==> src/hw/rtl/mhw_div_pipe.sv <==
`timescale 1ns / 1ps
// ----------------------------------------------------------------------------
// mhw_div_pipe
// Pipelined restoring divider, one quotient bit per stage. The starting
// remainder must be below the divisor; QW numerator bits shift in MSB first.
// ----------------------------------------------------------------------------
module mhw_div_pipe #(
  parameter int DW = 16,
  parameter int QW = 8
) (
  input  logic          clk,
  input  logic          en,
  input  logic [DW-1:0] rem_i,
  input  logic [QW-1:0] num_i,
  input  logic [DW-1:0] den_i,
  output logic [QW-1:0] quo_o
);

  logic [DW-1:0] rem_r [QW];
  logic [DW-1:0] den_r [QW];
  logic [QW-1:0] nb_r  [QW];
  logic [QW-1:0] q_r   [QW];

  logic [DW-1:0] rem_p [QW];
  logic [DW-1:0] den_p [QW];
  logic [QW-1:0] nb_p  [QW];
  logic [QW-1:0] q_p   [QW];
  logic [DW:0]   trial [QW];
  logic [DW:0]   diff  [QW];
  logic          ge    [QW];

  always_comb begin
    for (int k = 0; k < QW; k++) begin
      if (k == 0) begin
        rem_p[k] = rem_i;
        den_p[k] = den_i;
        nb_p[k]  = num_i;
        q_p[k]   = '0;
      end else begin
        rem_p[k] = rem_r[k-1];
        den_p[k] = den_r[k-1];
        nb_p[k]  = nb_r[k-1];
        q_p[k]   = q_r[k-1];
      end
      trial[k] = {rem_p[k], nb_p[k][QW-1]};
      diff[k]  = trial[k] - {1'b0, den_p[k]};
      ge[k]    = (trial[k] >= {1'b0, den_p[k]});
    end
  end

  always_ff @(posedge clk) begin
    if (en) begin
      for (int k = 0; k < QW; k++) begin
        rem_r[k] <= ge[k] ? diff[k][DW-1:0] : trial[k][DW-1:0];
        den_r[k] <= den_p[k];
        nb_r[k]  <= nb_p[k] << 1;
        q_r[k]   <= (q_p[k] << 1) | QW'(ge[k]);
      end
    end
  end

  assign quo_o = q_r[QW-1];

endmodule
==> config.mk <==
export PLATFORM = sky130hd
export DESIGN_NAME = mhw_div_pipe
export DESIGN_NICKNAME = d
export VERILOG_FILES = /design/src/hw/rtl/mhw_div_pipe.sv
export SDC_FILE = /design/constraint.sdc
export NUM_CORES = 1
export LEC_CHECK = 0
export ABC_AREA = 0
export BUFFER_PORTS_ARGS = -buffer_cell sky130_fd_sc_hd__buf_4
export CAP_MARGIN = 10
export CORE_UTILIZATION = 60
export DETAILED_ROUTE_END_ITERATION = 10
export GPL_TIMING_DRIVEN = 0
export PLACE_DENSITY = 0.74
export SKIP_CTS_REPAIR_TIMING = 1
export SKIP_LAST_GASP = 1
export SYNTH_ARGS = -nofsm -noshare
export SYNTH_HDL_FRONTEND = slang
export SYNTH_SLANG_ARGS = --single-unit
==> constraint.sdc <==
create_clock -name clk -period 3.2 [get_ports clk]
set_input_delay 0.64 -clock clk [delete_from_list [all_inputs] [get_ports clk]]
set_output_delay 0.64 -clock clk [all_outputs]
set_load 0.02 [all_outputs]
**Word level (Yosys, flattened, before mapping)**

Memories as Yosys holds them, arrays and structs flattened.
Index checks and enable logic that the tools add are counted.

- Register bits: 0
- RAM bits: 376
- Input port bits: 42
- Output and inout bits: 8
- Word-level logic and storage cells: 37
- Memories: 4

Memory list:

| name | depth | width | rd ports | clocked after Yosys merged registers in | wr ports | RTL line | RTL |
|---|---|---|---|---|---|---|---|
| den_r | 8 | 16 | 7 | 0 | 8 | 20 | `logic [DW-1:0] den_r [QW];` |
| rem_r | 8 | 16 | 7 | 0 | 8 | 19 | `logic [DW-1:0] rem_r [QW];` |
| q_r | 8 | 8 | 8 | 0 | 8 | 22 | `logic [QW-1:0] q_r [QW];` |
| nb_r | 8 | 7 | 7 | 0 | 8 | 21 | `logic [QW-1:0] nb_r [QW];` |

- $add $sub $neg: 8
- Order comparisons: 8
- Mux-type cells: 10
- Bitwise operators: 7

Operator list:

| cell | number |
|---|---|
| >= comparator 17 x 16 -> 1 bit | 8 |
| 2-to-1 mux 16 bit | 8 |
| subtractor 16 bit | 8 |
| bitwise OR 8 x 1 -> 8 bit | 7 |
| 2-to-1 mux 1 bit | 2 |

**Depth between registers and ports, before layout**

An unclocked memory read counts as a cell.

- Depth in word-level cells: 3
- Gate-level depth with buffers: 12
- Depth with buffers taken out: 11

**Worst setup path after synthesis**

Ideal clock, no wire load.

- Kind: register to register
- Start point: memory den_r[3][1]
- End point: memory rem_r[4][10], data pin
- Library setup time: 0.260 ns
- Arrival: 2.506 ns
- Data required time: 2.940 ns
- Slack: 0.434 ns
- Stages on the path, launching flop included: 11
- Path buffers: 1
- Period minus slack after synthesis: 2.766 ns
- Cell sequence: edfxtp_1 inv_1 ha_1 nor2b_1 o31a_1 o31ai_1 and2b_1 o21ai_1 a41oi_2 buf_4 mux2_2

RTL lines:

| element | RTL line |
|---|---|
| start: declaration | 20 |
| end: declaration | 19 |

==> insert_results.sql <==
INSERT INTO impl_metrics (metric_group, metric, value, unit) VALUES
('outcome', 'outcome', 'finished, final reports clean', ''),
('drt', 'wl_met1', '11.0', 'mm'),
('critical_path', 'timing.critical_path.arrival', '3380', 'ps'),
('placed_design', 'preCtsSetupSlack', '-482', 'ps'),
('drt', 'detail_route.drc_violations', '0', ''),
('drt', 'post_drt_via_cell_ratio', '5.72', ''),
('critical_path', 'r2r-start', 'den_r[1][1]$_DFFE_PP_', ''),
('final_layout', 'number_of_filler_instances_in_the_final_layout', '1929', ''),
('sta', 'layout_setup_ws', '112', 'ps'),
('final_layout', 'num-nets-final', '1626', ''),
('sta', 'layout_worst_path_cycle_share', '0.965', ''),
('hold_path', 'min-delay-path-class', 'input port to flop', ''),
('power', 'power.density_cell_area', '873', 'mW/mm²'),
('drt', 'route.met2.wl', '17.7', 'mm'),
('final_layout', 'post_route_cells_drive_above_1_share', '0.128', ''),
('drt', 'topRoutingLayerUsed', 'met4', ''),
('critical_path', 'regToRegSetupSlack', '110', 'ps'),
('sta', 'period_minus_ws_final', '3090', 'ps'),
('synth', 'synth-seq-cells', '288', ''),
('synth', 'post_synthesis_instance_area', '0.0159', 'mm²'),
('global_route', 'pin_count_of_the_biggest_net_entering_global_routing', '124', ''),
('floorplan', 'die_area', '0.0271', 'mm²'),
('critical_path', 'worstSetupEndpointType', 'flop', ''),
('power', 'ir_worst_vdd', '0.831', 'mV'),
('drt', 'drt.antenna.violating_nets', '0', ''),
('drt', 'routed-via-count', '10300', ''),
('placed_design', 'globalplace.congestion', '0.948', ''),
('synth', 'synth.distinct_cells', '72', ''),
('synth', 'syn-num-nets', '1526', ''),
('critical_path', 'timing.critical_path.required', '3490', 'ps'),
('sta', 'holdWs', '270', 'ps'),
('critical_path', 'crit_type', 'flop to flop', ''),
('power', 'leakagePower', '0.00744', 'µW'),
('global_route', 'grt_antenna_before_repair', '0', ''),
('critical_path', 'ff2ff_path_depth', '10', ''),
('hold_path', 'worstHoldStart', 'num_i[0]', ''),
('final_layout', 'area_growth', '12.9', '%'),
('final_layout', 'layout.cells.non_filler', '1807', ''),
('hold_path', 'holdPathStages', '1', ''),
('global_route', 'gr-usage-all-layers', '0.231', ''),
('synth', 'syn-mean-instance-area', '11.8', 'µm²'),
('critical_path', 'crit_chain', 'inv_1, ha_1, nor2b_1, o31a_1, or4_1, o311ai_1, o41ai_2, a21oi_4, buf_4, mux2_2', ''),
('power', 'report.power.total', '15700', 'µW'),
('placed_design', 'place.port_buffers', '49', ''),
('critical_path', 'path_buf_inv', '2', ''),
('global_route', 'first_global_vias', '10500', ''),
('synth', 'synthArstFlopShare', '0', ''),
('critical_path', 'cpLargestDelayFamily', 'compound AO/OA/AOI/OAI gates', ''),
('synth', 'yosys_warnings', '0', ''),
('critical_path', 'critical_path_peak_fanout', '8', ''),
('drt', 'totalWireLength', '30.7', 'mm'),
('sta', 'timing_hold_violations_final', '0', ''),
('sta', 'max_slew.worst_pin.slew', '650', 'ps'),
('sta', 'slew_violations', '0', ''),
('synth', 'synth_flop_cell', 'sky130_fd_sc_hd__edfxtp_1', ''),
('floorplan', 'dieHeight', '165', 'µm'),
('placed_design', 'post-dp-hpwl', '23.3', 'mm'),
('sta', 'grt_setup_unrepaired', 'no', ''),
('synth', 'synth_enable_flop_cells', '288', ''),
('drt', 'drt_pass1_iterations', '6', ''),
('clocking', 'cts_root_buf', 'sky130_fd_sc_hd__clkbuf_16', ''),
('sta', 'finClkSkew', '10.0', 'ps'),
('critical_path', 'cp_slowest_stage_delay', '450', 'ps'),
('clocking', 'tritoncts_num_sinks', '288', ''),
('clocking', 'clock_transition_at_path_regs', '60', 'ps'),
('critical_path', 'cp_slowest_cell', 'sky130_fd_sc_hd__edfxtp_1', ''),
('drt', 'dr_wl_met3', '793', 'µm'),
('drt', 'detail_route.wl_per_cell', '17.0', 'µm'),
('final_layout', 'post-route-util', '0.689', ''),
('synth', 'synth_top_area_share', '0.544', ''),
('placed_design', 'dp_cells', '1735', '');
where the power goes:
| part | switching (µW) | internal (µW) |
|---|---|---|
| combinational | 3460 | 2890 |
| sequential | 416 | 5360 |
| clock | 1380 | 2160 |
metrics by stage:
step / setup TNS, ps / instance area, µm²
finish: 0 / 17900
global route: 0 / 17900
CTS: -3000 / 17800
detailed placement: -6900 / 16700
global placement: -111230 / 16700
floorplan: 0 / 15900
worst max-delay path by stage:
| stage | depth (start not counted) | start | endpoint | slack (ps) |
|---|---|---|---|---|
| 3_3_place_gp | 11 | rem_i[0] | rem_r[0][0]$_DFFE_PP_ | -460 |
| 6_report | 10 | den_r[1][1]$_DFFE_PP_ | rem_r[2][6]$_DFFE_PP_ | 110 |
| 3_5_place_dp | 12 | den_i[1] | rem_r[0][0]$_DFFE_PP_ | -480 |
| 2_1_floorplan | 10 | den_r[3][1]$_DFFE_PP_ | rem_r[4][10]$_DFFE_PP_ | 430 |
| 4_1_cts | 10 | den_r[3][1]$_DFFE_PP_ | rem_r[4][9]$_DFFE_PP_ | -310 |
| 5_1_grt | 9 | rem_r[0][1]$_DFFE_PP_ | rem_r[1][11]$_DFFE_PP_ | 10 |
registers in the layout, indices dropped and copies added (netlist names):
signal and flops:
nb_r 28, den_r 112, rem_r 112, q_r 36
cell usage after synthesis, drive strengths merged, types with 11 or more instances:
master  instances
nor2b          18
a21o           41
nor2           68
nand2b         22
nand3          24
a211oi         12
xnor2          40
ha            128
nand4          17
nand2          79
buf            11
mux2           46
inv           160
edfxtp        288
o21ai         101
o31ai          12
o21a           18
xor2           35
a31oi          12
a21oi          81
nor3           14
area by class of cell:
cell class	count	area, µm²	area share
Timing Repair Buffer	68	558	0.0311
Sequential cell	288	8650	0.482
Multi-Input combinational cell	881	6600	0.368
Tap cell	335	419	0.0234
Buffer	20	111	0.00620
Clock inverter	18	213	0.0119
Inverter	160	601	0.0335
Clock buffer	37	798	0.0445
worst register-to-register path: stages (launching register included):
cell                       delay, ps
sky130_fd_sc_hd__edfxtp_1        450
sky130_fd_sc_hd__inv_1            90
sky130_fd_sc_hd__ha_1            240
sky130_fd_sc_hd__nor2b_1         160
sky130_fd_sc_hd__o31a_1          270
sky130_fd_sc_hd__or4_1           400
sky130_fd_sc_hd__o311ai_1        190
sky130_fd_sc_hd__o41ai_2         210
sky130_fd_sc_hd__a21oi_4         340
sky130_fd_sc_hd__buf_4           170
sky130_fd_sc_hd__mux2_2          320
cells in the final DEF, fill, tap and decap left out, types with 7 or more instances in the layout:
cell type                   synthesis  routed
sky130_fd_sc_hd__o21a_1            18      18
sky130_fd_sc_hd__nand4_1           17      17
sky130_fd_sc_hd__nand2_1           79      79
sky130_fd_sc_hd__buf_4              5      68
sky130_fd_sc_hd__xnor2_1           40      40
sky130_fd_sc_hd__and3_1             7       7
sky130_fd_sc_hd__nor3_1            14      14
sky130_fd_sc_hd__clkbuf_1           8      13
sky130_fd_sc_hd__o31a_1             7       7
sky130_fd_sc_hd__inv_1            159     159
sky130_fd_sc_hd__mux2i_1            7       7
sky130_fd_sc_hd__a31oi_1           12      12
sky130_fd_sc_hd__nand3_1           24      24
sky130_fd_sc_hd__o31ai_1           11      10
sky130_fd_sc_hd__a21boi_0           7       7
sky130_fd_sc_hd__edfxtp_1         288     288
sky130_fd_sc_hd__mux2_2            43      43
sky130_fd_sc_hd__ha_1             128     128
sky130_fd_sc_hd__a21oi_1           78      77
sky130_fd_sc_hd__o21ai_0           91      91
sky130_fd_sc_hd__a21o_1            41      41
sky130_fd_sc_hd__nand2b_1          22      22
sky130_fd_sc_hd__o21bai_1           9       8
sky130_fd_sc_hd__and2_1             7       7
sky130_fd_sc_hd__xor2_1            35      35
sky130_fd_sc_hd__nor2_1            68      68
sky130_fd_sc_hd__fa_1               7       7
sky130_fd_sc_hd__clkbuf_16          0      31
sky130_fd_sc_hd__nor2b_1           18      18
sky130_fd_sc_hd__o21ai_1           10      10
sky130_fd_sc_hd__a211oi_1          11      11
routing by layer:
metal,GRT usage,vias to the layer above
met4,0.106,0
li1,-,5166
met2,0.477,191
met5,0,-
met3,0.0291,80
met1,0.220,4908
cells by family (layout without fill, tap and decap cells):
kind of cell	after synthesis	count (layout)	share of synthesized area
xor gates and xnor gates	75	75	0.0413
AOI/OAI and AO/OA	341	341	0.140
and+or+nand+nor	277	277	0.0841
adders and majority gates	135	135	0.110
buffers and inverters	180	303	0.0442
DFF	288	288	0.544
muxes	53	53	0.0370
(Power assumes the default switching activity.)
